==> src/rtl/core/jbmc_pkg.sv <==
// Package for the baseline JPEG marker check: marker byte codes and the
// marker class record passed from the classifier to the core.
// No dependencies.
`default_nettype none

package jbmc_pkg;

	localparam logic [7:0] MARKER_PREFIX = 8'hFF;  // also the fill byte
	localparam logic [7:0] MARKER_SOI    = 8'hD8;
	localparam logic [7:0] MARKER_SOS    = 8'hDA;
	localparam logic [7:0] MARKER_SOF0   = 8'hC0;
	localparam logic [7:0] MARKER_SOF15  = 8'hCF;
	localparam logic [7:0] MARKER_DHT    = 8'hC4;
	localparam logic [7:0] MARKER_JPG    = 8'hC8;
	localparam logic [7:0] MARKER_DAC    = 8'hCC;
	localparam logic [7:0] MARKER_RST0   = 8'hD0;
	localparam logic [7:0] MARKER_EOI    = 8'hD9;
	localparam logic [7:0] MARKER_TEM    = 8'h01;
	localparam logic [7:0] MARKER_STUFF  = 8'h00;

	localparam logic [15:0] SEG_LEN_MIN = 16'd2;

	localparam logic STATUS_OK   = 1'b0;
	localparam logic STATUS_FAIL = 1'b1;

	typedef struct packed {
		logic is_prefix;   // FF
		logic is_soi;      // D8
		logic is_sos;      // DA
		logic is_frame;    // any start-of-frame marker
		logic is_sof0;     // baseline frame
		logic no_segment;  // standalone marker, no length follows
	} marker_class_t;

endpackage

`default_nettype wire

==> src/rtl/core/jbmc_byte_if.sv <==
// Byte channel of the marker check: one file byte and its end-of-file flag.
// No dependencies.
`default_nettype none

interface jbmc_byte_if;
	logic       valid;
	logic       ready;
	logic [7:0] data_byte;
	logic       last_byte;

	modport source (output valid, output data_byte, output last_byte, input ready);
	modport sink   (input valid, input data_byte, input last_byte, output ready);
endinterface

`default_nettype wire

==> src/rtl/core/jbmc_verdict_if.sv <==
// Verdict channel of the marker check: one status bit per file.
// No dependencies.
`default_nettype none

interface jbmc_verdict_if;
	logic valid;
	logic ready;
	logic status;

	modport source (output valid, output status, input ready);
	modport sink   (input valid, input status, output ready);
endinterface

`default_nettype wire

==> src/rtl/core/jpeg_baseline_marker_check_core.sv <==
// Baseline JPEG marker check. A verdict appears in the cycle after the
// byte that decides it (or the last byte of the file). Throughput: 1 byte per
// cycle, set by the single phase register update; a byte is taken in the cycle
// the verdict register drains, bytes stall only while a verdict waits on the sink.
// Reset (arst_n low, asynchronous) returns the parser to the first header byte
// and empties the verdict register. Depends on jbmc_pkg, jbmc_byte_if,
// jbmc_verdict_if, jbmc_marker_class.
`default_nettype none

module jpeg_baseline_marker_check_core (
	input  wire logic  clk,
	input  wire logic  arst_n,
	jbmc_byte_if.sink      bytes,
	jbmc_verdict_if.source verdict
);
	import jbmc_pkg::*;

	// Parser phase. DONE swallows bytes after a verdict until end of file.
	typedef enum logic [2:0] {
		PH_HDR0,  // expect FF
		PH_HDR1,  // expect D8
		PH_SCAN,  // hunt for FF
		PH_FILL,  // after FF: fill bytes or marker code
		PH_LENH,  // segment length, high byte
		PH_LENL,  // segment length, low byte
		PH_SKIP,  // segment body
		PH_DONE
	} phase_t;

	phase_t      phase_q;
	logic [7:0]  len_high_q;
	logic [15:0] skip_q;
	logic        out_valid_q;
	logic        status_q;

	marker_class_t cls;

	phase_t      phase_n;
	logic [7:0]  len_high_n;
	logic [15:0] skip_n;
	logic        decide;      // this byte settles the verdict
	logic        decide_val;
	logic        emit;        // a verdict transfer is produced
	logic        emit_val;
	logic        accept;
	logic [15:0] seg_len;

	jbmc_marker_class u_class (
		.data_byte (bytes.data_byte),
		.cls       (cls)
	);

	// A new byte is taken whenever the verdict register is empty or drains now.
	assign bytes.ready   = !out_valid_q || verdict.ready;
	assign accept        = bytes.valid && bytes.ready;
	assign verdict.valid = out_valid_q;
	assign verdict.status = status_q;

	assign seg_len = {len_high_q, bytes.data_byte};

	// Next state for one byte.
	always_comb begin
		phase_n    = phase_q;
		len_high_n = len_high_q;
		skip_n     = skip_q;
		decide     = 1'b0;
		decide_val = STATUS_FAIL;
		case (phase_q)
			PH_HDR0: begin
				if (cls.is_prefix) begin
					phase_n = PH_HDR1;
				end else begin
					phase_n = PH_DONE;
					decide  = 1'b1;
				end
			end
			PH_HDR1: begin
				if (cls.is_soi) begin
					phase_n = PH_SCAN;
				end else begin
					phase_n = PH_DONE;
					decide  = 1'b1;
				end
			end
			PH_SCAN: begin
				if (cls.is_prefix) begin
					phase_n = PH_FILL;
				end
			end
			PH_FILL: begin
				if (cls.is_prefix) begin
					phase_n = PH_FILL;
				end else if (cls.is_sos) begin
					phase_n = PH_DONE;
					decide  = 1'b1;
				end else if (cls.is_frame) begin
					// only SOF0 counts as baseline
					phase_n    = PH_DONE;
					decide     = 1'b1;
					decide_val = cls.is_sof0 ? STATUS_OK : STATUS_FAIL;
				end else if (cls.no_segment) begin
					phase_n = PH_SCAN;
				end else begin
					phase_n = PH_LENH;
				end
			end
			PH_LENH: begin
				len_high_n = bytes.data_byte;
				phase_n    = PH_LENL;
			end
			PH_LENL: begin
				// length counts its own two bytes
				if (seg_len < SEG_LEN_MIN) begin
					phase_n = PH_DONE;
					decide  = 1'b1;
				end else begin
					skip_n  = seg_len - SEG_LEN_MIN;
					phase_n = (seg_len == SEG_LEN_MIN) ? PH_SCAN : PH_SKIP;
				end
			end
			PH_SKIP: begin
				skip_n = skip_q - 16'd1;
				if (skip_q == 16'd1) begin
					phase_n = PH_SCAN;
				end
			end
			PH_DONE: begin
				phase_n = PH_DONE;
			end
			default: begin
				phase_n = PH_DONE;
			end
		endcase

		// End of file without a verdict fails; a file already decided stays quiet.
		emit     = decide || (bytes.last_byte && (phase_q != PH_DONE));
		emit_val = decide ? decide_val : STATUS_FAIL;

		// Next file starts fresh.
		if (bytes.last_byte) begin
			phase_n    = PH_HDR0;
			len_high_n = 8'd0;
			skip_n     = 16'd0;
		end
	end

	always_ff @(posedge clk or negedge arst_n) begin
		if (!arst_n) begin
			phase_q     <= PH_HDR0;
			len_high_q  <= 8'd0;
			skip_q      <= 16'd0;
			out_valid_q <= 1'b0;
			status_q    <= STATUS_FAIL;
		end else begin
			if (verdict.valid && verdict.ready) begin
				out_valid_q <= 1'b0;
			end
			if (accept) begin
				phase_q    <= phase_n;
				len_high_q <= len_high_n;
				skip_q     <= skip_n;
				if (emit) begin
					out_valid_q <= 1'b1;
					status_q    <= emit_val;
				end
			end
		end
	end

`ifndef ASSERT_OFF
	// The body counter never sits at zero while skipping.
	a_skip_nonzero: assert property (@(posedge clk) disable iff (!arst_n)
		(phase_q == PH_SKIP) |-> (skip_q != 16'd0))
		else $error("skip phase with zero count");

	// The byte marked last always rearms the header check.
	a_last_rearms: assert property (@(posedge clk) disable iff (!arst_n)
		(accept && bytes.last_byte) |=> (phase_q == PH_HDR0))
		else $error("last byte did not restart the parser");

	// A produced verdict lands in the output register with its value.
	a_emit_lands: assert property (@(posedge clk) disable iff (!arst_n)
		(accept && emit) |=> (out_valid_q && (status_q == $past(emit_val))))
		else $error("verdict lost");

	// An OK verdict only follows a baseline SOF0 marker byte.
	a_ok_from_sof0: assert property (@(posedge clk) disable iff (!arst_n)
		(accept && emit && (emit_val == STATUS_OK)) |-> (phase_q == PH_FILL && cls.is_sof0))
		else $error("OK verdict without SOF0");
`endif

endmodule

`default_nettype wire

==> src/rtl/core/jbmc_marker_class.sv <==
// Marker byte classifier for the baseline JPEG marker check.
// Depends on jbmc_pkg.
`default_nettype none

module jbmc_marker_class (
	input  wire logic [7:0]            data_byte,
	output jbmc_pkg::marker_class_t    cls
);
	import jbmc_pkg::*;

	always_comb begin
		cls.is_prefix  = (data_byte == MARKER_PREFIX);
		cls.is_soi     = (data_byte == MARKER_SOI);
		cls.is_sos     = (data_byte == MARKER_SOS);
		cls.is_sof0    = (data_byte == MARKER_SOF0);
		// C0..CF minus DHT, JPG and DAC
		cls.is_frame   = (data_byte inside {[MARKER_SOF0:MARKER_SOF15]})
			&& (data_byte != MARKER_DHT) && (data_byte != MARKER_JPG)
			&& (data_byte != MARKER_DAC);
		cls.no_segment = (data_byte == MARKER_STUFF) || (data_byte == MARKER_TEM)
			|| (data_byte inside {[MARKER_RST0:MARKER_EOI]});
	end

endmodule

`default_nettype wire

==> src/flat_wrapper.sv <==
// flat-port wrapper written by rule: the top's interface ports become plain ports
module jpeg_baseline_marker_check_core_flat import jbmc_pkg::*;
  (clk, arst_n, bytes_valid, bytes_data_byte, bytes_last_byte, bytes_ready, verdict_valid, verdict_status, verdict_ready);
  jbmc_byte_if bytes_i ();
  jbmc_verdict_if verdict_i ();
  input  wire logic clk;
  input  wire logic arst_n;
  input wire logic [$bits(bytes_i.valid)-1:0] bytes_valid;
  input wire logic [$bits(bytes_i.data_byte)-1:0] bytes_data_byte;
  input wire logic [$bits(bytes_i.last_byte)-1:0] bytes_last_byte;
  output wire logic [$bits(bytes_i.ready)-1:0] bytes_ready;
  output wire logic [$bits(verdict_i.valid)-1:0] verdict_valid;
  output wire logic [$bits(verdict_i.status)-1:0] verdict_status;
  input wire logic [$bits(verdict_i.ready)-1:0] verdict_ready;
  assign bytes_i.valid = bytes_valid;
  assign bytes_i.data_byte = bytes_data_byte;
  assign bytes_i.last_byte = bytes_last_byte;
  assign bytes_ready = bytes_i.ready;
  assign verdict_valid = verdict_i.valid;
  assign verdict_status = verdict_i.status;
  assign verdict_i.ready = verdict_ready;
  jpeg_baseline_marker_check_core u_core (.clk(clk), .arst_n(arst_n), .bytes(bytes_i), .verdict(verdict_i));
endmodule
==> config.mk <==
export PLATFORM = sky130hd
export DESIGN_NAME = jpeg_baseline_marker_check_core_flat
export DESIGN_NICKNAME = d
export VERILOG_FILES = /design/src/rtl/core/jbmc_pkg.sv /design/src/rtl/core/jbmc_byte_if.sv /design/src/rtl/core/jbmc_verdict_if.sv /design/src/rtl/core/jpeg_baseline_marker_check_core.sv /design/src/rtl/core/jbmc_marker_class.sv /design/src/flat_wrapper.sv
export SDC_FILE = /design/constraint.sdc
export NUM_CORES = 1
export LEC_CHECK = 0
export BUFFER_PORTS_ARGS = -buffer_cell sky130_fd_sc_hd__buf_2
export CAP_MARGIN = 15
export CORE_MARGIN = 10
export CORE_UTILIZATION = 45
export DETAILED_ROUTE_END_ITERATION = 16
export HOLD_SLACK_MARGIN = 0.06
export MAX_ROUTING_LAYER = met4
export SYNTH_ARGS = -nofsm -noshare
export SYNTH_HDL_FRONTEND = slang
export SYNTH_SLANG_ARGS = --single-unit
==> constraint.sdc <==
create_clock -name clk -period 1.8 [get_ports clk]
set_input_delay 0.09 -clock clk [delete_from_list [all_inputs] [get_ports clk]]
set_output_delay 0.09 -clock clk [all_outputs]
set_load 0.01 [all_outputs]
==> results.md, run 1 <==
- Via/cell ratio: 5.635
- Synthesized area per cell: 7.829 sq um
- First-pass DRT Iterations: 4
- Overall routed net length: around 6700 um
- Leakage: around 1.3 nW
- CP Max Fanout: 6
- Largest family of logic cells by synthesized area: simple AND/OR/NAND/NOR gates
- Final Power: about 4.3 mW
- CTS buffer count: 5
- Max_slew headroom: 0.5513
- CTS Buffer Depth: 2
- Final Net Count: 372
- Post-Synthesis Cells: 288
- Startpoint class of the critical path: flip-flop
- VDD IR max: 0.5680 mV
- Adder-cell share of the synthesized area: 0.02220
- Placer Congestion: around 0.89
- Iteration-0 DRC Markers: 116
- Mapped cell area: 2255 sq um
- Final hold violations: 0
- Post-synthesis register bit count: 29
- Post-Synth Simple-Gate Area: 0.2925
- Die extent in x: a little over 90 um
- Critical Path Source: u_core.skip_q[0]
- Power per cell area: 1406 nW/um^2
- CTS root buffer: clkbuf_8
- Hold Path Class: primary input to flip-flop
- WP data arrival: 1.89 ns
- Die Ht: 90.79 um
- Mux cell area share after synthesis: 0.004440
- Max Slew Vio Count: 0
- Max Cap Viol: 0
- Total global-route track usage: 0.1589
- # IOs: 16
- CTS tree: yes
- Wire length per cell: between 15 and 20 um
- Reg clk slew, reported paths: roughly 0.06 ns
- Dominant synthesized flop cell: dfrtp_1
- Layout cell share with drive strength beyond 1: 0.3042
- Core ar.: 4786 sq um
- R2r startpoint: u_core.skip_q[0]
- EDFF count, synth: 0
- Post-synthesis sequential area ratio: 0.3224
- Crit path time final: about 1.7 ns
- Global-route wire length before repair: around 11,000 um
- Syn_nets: about 300
- Worst Tran Pin Value: 0.6730 ns
- Critical path capture point type: flip-flop
- Status: finished, final reports clean
- Antenna violations before repair: 0
- DR vias: 2,378
- Skew-Pair Late Insertion Delay: 0.28 ns
- Clock Sinks: 29
- GRT Residual Overflow: 0
- Compound-Gate Fraction of Synth Area: 0.2580
- Placement Setup Slack: -0.05907 ns
- Cell Chain, Critical Path: ha_1 -> nand2_1 -> nor2_1 -> a2111oi_1 -> buf_4 -> nor2_2 -> mux2i_1
- Cell variety after synth: 58
- Number of remaining DRC errors: 0
- Final ANT Viol Nets: 0
- Largest net degree at the start of global routing: 30
- Dpl hpwl: approximately 5000 um
- Initial Util: 0.4711
- Async S/R FF share, synth: 1.000
- Final worst slack: around 0.058 ns
- Placed inst area: 2749 sq um
- Fin util: 0.6350
- Critical path type: flip-flop to flip-flop
- Post-Synth XOR/XNOR Area: 0.05050
- Unrepaired setup endpoints after global routing: yes
- Area growth from synthesis to layout: 34.79%
- FMAX: 573.9 MHz
- ANT cells: 0
- Hold Crit Start: bytes_last_byte
- Port Buffers: 15
- Worst path slowest cell: a2111oi_1
- Tcrit/Tclk final: 0.9680
- Worst clock skew: 0.004934 ns
- Yosys warning count: 0
- Row count: 25
- Final setup viols: 0
- Crit path largest cell delay: 0.46 ns
- Required time of the critical path: 1.95 ns
- Vias in the first global route: roughly 2.3k
- H-tree levels: 2
- Die ar.: 8242 sq um
- Final Instance Area: 3039 sq um
## area by class of cell
type	instances	area [sq um]
clock buffer	7	86.33
timing repair buffer	75	544.3
multi-input combinational	234	1560
fill	423	1747
tap	67	83.83
inverter	10	37.54
sequential	29	726.9
## metal layers
layer	vias to the layer above	track usage	routed length [um]
li1	1201	-	-
met1	1110	0.2009	3200
met2	60	0.2488	3106
met3	7	0.03491	347
met4	0	0.04439	53
met5	-	-	0
## layout by cell type, fill, tap and decap left out, types with 2 or more instances in the layout
master | netlist | layout
nand3_1 | 6 | 6
o21bai_1 | 2 | 2
inv_1 | 10 | 10
dfrtp_1 | 28 | 28
and3_1 | 4 | 4
buf_4 | 1 | 57
clkbuf_8 | 0 | 6
o21ai_2 | 0 | 2
nor2_2 | 0 | 3
nor3_1 | 11 | 11
xnor2_1 | 8 | 8
o31ai_1 | 6 | 5
buf_2 | 6 | 15
a22oi_1 | 4 | 4
or3_1 | 4 | 4
nand2b_1 | 4 | 3
a22o_1 | 2 | 2
a32o_1 | 2 | 2
a211oi_1 | 4 | 3
o21ai_1 | 3 | 5
nand2_1 | 35 | 33
nand4_1 | 6 | 6
o21ai_0 | 27 | 23
xor2_1 | 5 | 5
a21o_1 | 3 | 3
nand2_2 | 0 | 2
ha_1 | 4 | 4
or4_1 | 5 | 4
o31ai_2 | 1 | 2
nor4_2 | 0 | 3
nand3b_1 | 2 | 2
a21oi_1 | 16 | 16
nor2b_1 | 2 | 2
nor2_1 | 30 | 26
o22ai_1 | 4 | 4
nor4_1 | 7 | 4
## critical path: cells and delay by family (launching register included)
kind            cells  cell delay (ns)
simple gates        3             0.16
mux                 1             0.12
fa+ha+maj           1             0.22
flops               1             0.43
buf+inv             1             0.22
compound gates      1             0.46
## per-stage QoR
step / hold slack, ns / std cells / TNS, ns
2_1_floorplan: -0.2056 / 288 / 0
3_5_place_dp: 0.1637 / 408 / -0.1261
6_report: 0.1057 / 422 / 0
5_1_grt: 0.1072 / 422 / -0.07759
3_3_place_gp: 0.1693 / 408 / 0
4_1_cts: 0.09548 / 416 / -0.00008749
## state kept, by name, summed over array words and instances (netlist names)
register               cells
u_core.verdict.status      1
u_core.phase_q             3
u_core.len_high_q          8
u_core.verdict.valid       1
u_core.skip_q             16
## repair_timing
action                     4_1_cts  5_1_grt
setup endpoints to repair        3       22
pin swaps                        0        8
gates resized for setup          6       28
cloned                           0        0
setup buffers                    0        6
hold buffers                     1        0
hold endpoints to repair        28        0
## synth_stat cells (all sizes together) (7+ instances only)
library cell | number | share of area
dfrtp | 28 | 0.31
a21oi | 16 | 0.036
nand3 | 7 | 0.018
nand2 | 35 | 0.058
o21ai | 30 | 0.067
nor2 | 30 | 0.050
o31ai | 7 | 0.026
inv | 10 | 0.017
xnor2 | 8 | 0.031
nor3 | 12 | 0.029
nor4 | 8 | 0.029
buf | 10 | 0.025
## power breakdown
part / leakage, nW / total (mW) / internal, mW / switching [mW]
Sequential: 0.384 / 0.988 / 0.840 / 0.148
Combinational: 0.900 / 2.72 / 1.31 / 1.41
Clock: 0.0443 / 0.562 / 0.303 / 0.258
## cell families after synthesis
family	count (synthesis)
AO/OA/AOI/OAI	89
adder cells (fa/ha/maj)	4
multiplexers	1
buffers and inverters	25
XOR/XNOR	13
AND/OR/NAND/NOR	127
flip-flops	29
## worst paths after layout
kind	endpoint	slack (ns)	cells past startpoint
min reg2reg	u_core.skip_q[15]	0.50	1
max reg2reg	u_core.phase_q[0]	0.06	7
max in group asynchronous	u_core.verdict.valid	0.99	2
max	u_core.phase_q[0]	0.06	7
min	u_core.skip_q[0]	0.11	2
min in group asynchronous	u_core.skip_q[11]	0.38	2
Note: power is estimated with default switching activity, not from simulation.
==> run 2, diff against run 1 <==
SYNTH_HIERARCHICAL = 1   (was not set)
==> run 2 against run 1 <==
The flow now finishes with violations (setup timing). Final cell count rose by 1.9%. Total power is 21% higher. Wire length up 8.4%. Cell area grew 5.7%. Via count increased by 5.8%. Utilization up 3.6 points. Critical path type unchanged. Clock-buffer cell count did not move. Sequential power is 12% higher. Combinational power up 29%.
==> results.md, run 2 <==
- Status: finished, violations left
- Violated checks: setup timing
- Leakage: 1.441 nW
- Syn_nets: just under 300
- Critical path capture point type: flip-flop
- Tcrit/Tclk final: 1.112
- Antenna violations before repair: 0
- Max Cap Viol: 0
- Synthesized area per cell: about 8 sq um
- FMAX: 499.7 MHz
- Die Ht: 90.65 um
- Hold Path Class: primary input to flip-flop
- ANT cells: 0
- Row count: 25
- Final setup viols: 19
- Placed inst area: 2978 sq um
- Iteration-0 DRC Markers: roughly 130
- Most frequent cells in the layout: buf_4 (81), nand2_1 (32), dfrtp_1 (28)
- Placer Congestion: 0.8994
- Worst Tran Pin Value: roughly 0.7 ns
- Async S/R FF share, synth: 1.000
- CTS tree: yes
- Clock Sinks: 29
- Final ANT Viol Nets: 0
- CTS Buffer Depth: 2
- Worst clock skew: 0.007603 ns
- Post-synthesis register bit count: 29
- Area contributors post-synth: dfrtp_1 (31%), nand2_1 (5.5%), nand3_1 (4.2%)
- Post-synth top area cell: dfrtp_1
- DR vias: 2,516
- Post-synthesis sequential area ratio: 0.3237
- Required time of the critical path: 1.96 ns
- Startpoint class of the critical path: flip-flop
- CTS root buffer: clkbuf_8
- Final Net Count: 379
- Wire length per cell: roughly 17 um
- Register Area: 726.9 sq um
- VDD IR max: ~0.83 mV
- Post-Synthesis Cells: 273
- Vias in the first global route: 2,562
- Reg clk slew, reported paths: 0.07 ns
- Die extent in x: ~91 um
- Via/cell ratio: 5.851
- # IOs: 16
- Cell variety after synth: 62
- Final Instance Area: about 3200 sq um
- Final Power: about 5.2 mW
- Fin util: 0.6711
- Most frequent cell after synthesis: nand2_1
- Hold WS: ~0.16 ns
- Multi-input logic area: between 1500 and 2000 sq um
- Yosys warning count: 6
- Core ar.: roughly 4800 sq um
- Leading registers by flop count: u_core/skip_q: 16 flops, u_core/len_high_q: 8 flops, u_core/phase_q: 3 flops
- Synth cell count leaders: nand2_1 (33), dfrtp_1 (28), nand3_1 (19)
- Number of remaining DRC errors: 0
- Critical path type: flip-flop to flip-flop
- Mapped cell area: 2246 sq um
- EDFF count, synth: 0
- Max Slew Vio Count: 0
- Port Buffers: 15
- Fill cells: 435
- CP Max Fanout: 5
- Largest net degree at the start of global routing: 30
- WP data arrival: 2.16 ns
- Commonest non-fill, non-tap cell in the layout: buf_4
- Unrepaired setup endpoints after global routing: yes
- Dpl hpwl: 5521 um
- Layout cell share with drive strength beyond 1: 0.3857
- First-pass DRT Iterations: 4
- Reg with most FFs: u_core/skip_q
- Overall routed net length: 7267 um
- Area growth from synthesis to layout: 43.01%
- R2r setup slk: -0.20 ns
- Global-route wire length before repair: 12,560 um
- Power per cell area: ~1600 nW/um^2
- Crit path time final: 2.001 ns
- Max_slew headroom: 0.5467
- Final hold violations: 0
- Setup_tns: -2.433 ns
- Max reg flops: 16
- CTS buffer count: 5
- Total global-route track usage: 0.1857
- GRT Residual Overflow: 0
- H-tree levels: 2
- Initial Util: 0.4693
- Dominant synthesized flop cell: dfrtp_1
- Area share of the largest cell type after synthesis: 0.3120
- Final worst slack: -0.2011 ns
- Skew-Pair Late Insertion Delay: 0.28 ns
- Die ar.: between 8000 and 9000 sq um
[run 2: cell types whose count changed in the layout (fill, tap and decap cells not counted), sizes merged, moves of 4 or more]
cell     delta
o21ai      -16
o2bb2ai     +5
inv         -5
o211ai      +5
nand3      +12
nor2       -13
nor4        +5
xnor2       -4
nand2b      +5
buf        +23
[run 2: final timing paths]
kind,from,endpoint,cells after the start
worst max-delay path,u_core/len_high_q[3],u_core/skip_q[12],5
worst min-delay path,verdict_ready,u_core/verdict.valid,3
worst max register to register,u_core/len_high_q[3],u_core/skip_q[12],5
worst min register to register,u_core/verdict.status,u_core/verdict.status,2
max in group asynchronous,arst_n,u_core/skip_q[12],2
min in group asynchronous,arst_n,u_core/skip_q[9],2
[run 2: report_power, final]
group,switching (mW),internal (mW)
sequential,0.212,0.895
combinational,1.78,1.74
clock,0.247,0.303
total,2.24,2.93
[run 2: layer usage]
layer	track usage	wire length [um]
met1	0.2281	3305
met2	0.3053	3483
met3	0.03242	355
met4	0.05040	123
met5	-	0
[run 2: logic make-up after synthesis]
logic type                 share of synthesized area
and+or+nand+nor                               0.3460
buffers and inverters                        0.03955
adders and majority gates                    0.01671
AOI/OAI and AO/OA                             0.2217
muxes                                       0.009471
DFF                                           0.3237
xor gates and xnor gates                     0.04290
[run 2: worst max-delay path, cell delays in order, from the launching register on]
cell and delay, ns:
dfrtp_1 0.38, or4_4 0.54, and4b_2 0.35, o31a_1 0.26, nor3_2 0.08, a221o_1 0.26
[run 2: final cells by class]
class | instances | area share
Clock buffer | 7 | 0.02688
Timing Repair Buffer | 98 | 0.2220
Inverter | 6 | 0.007012
Tap cell | 67 | 0.02610
Sequential cell | 29 | 0.2263
Multi-Input combinational cell | 223 | 0.4916
[run 2: through the flow]
stage | setup slack (ns) | cells
2_1_floorplan | -0.1129 | 273
3_3_place_gp | -0.1618 | 419
3_5_place_dp | -0.2221 | 419
4_1_cts | -0.1948 | 429
5_1_grt | -0.2729 | 430
6_report | -0.2011 | 430
[run 2: timing repair]
| action | CTS | global route |
|---|---|---|
| setup buffers | 2 | 2 |
| pin swaps | 11 | 7 |
| hold buffers | 1 | 0 |
| endpoints found under the setup margin | 23 | 20 |
| endpoints found under the hold margin | 28 | 0 |
| gates resized for setup | 18 | 5 |
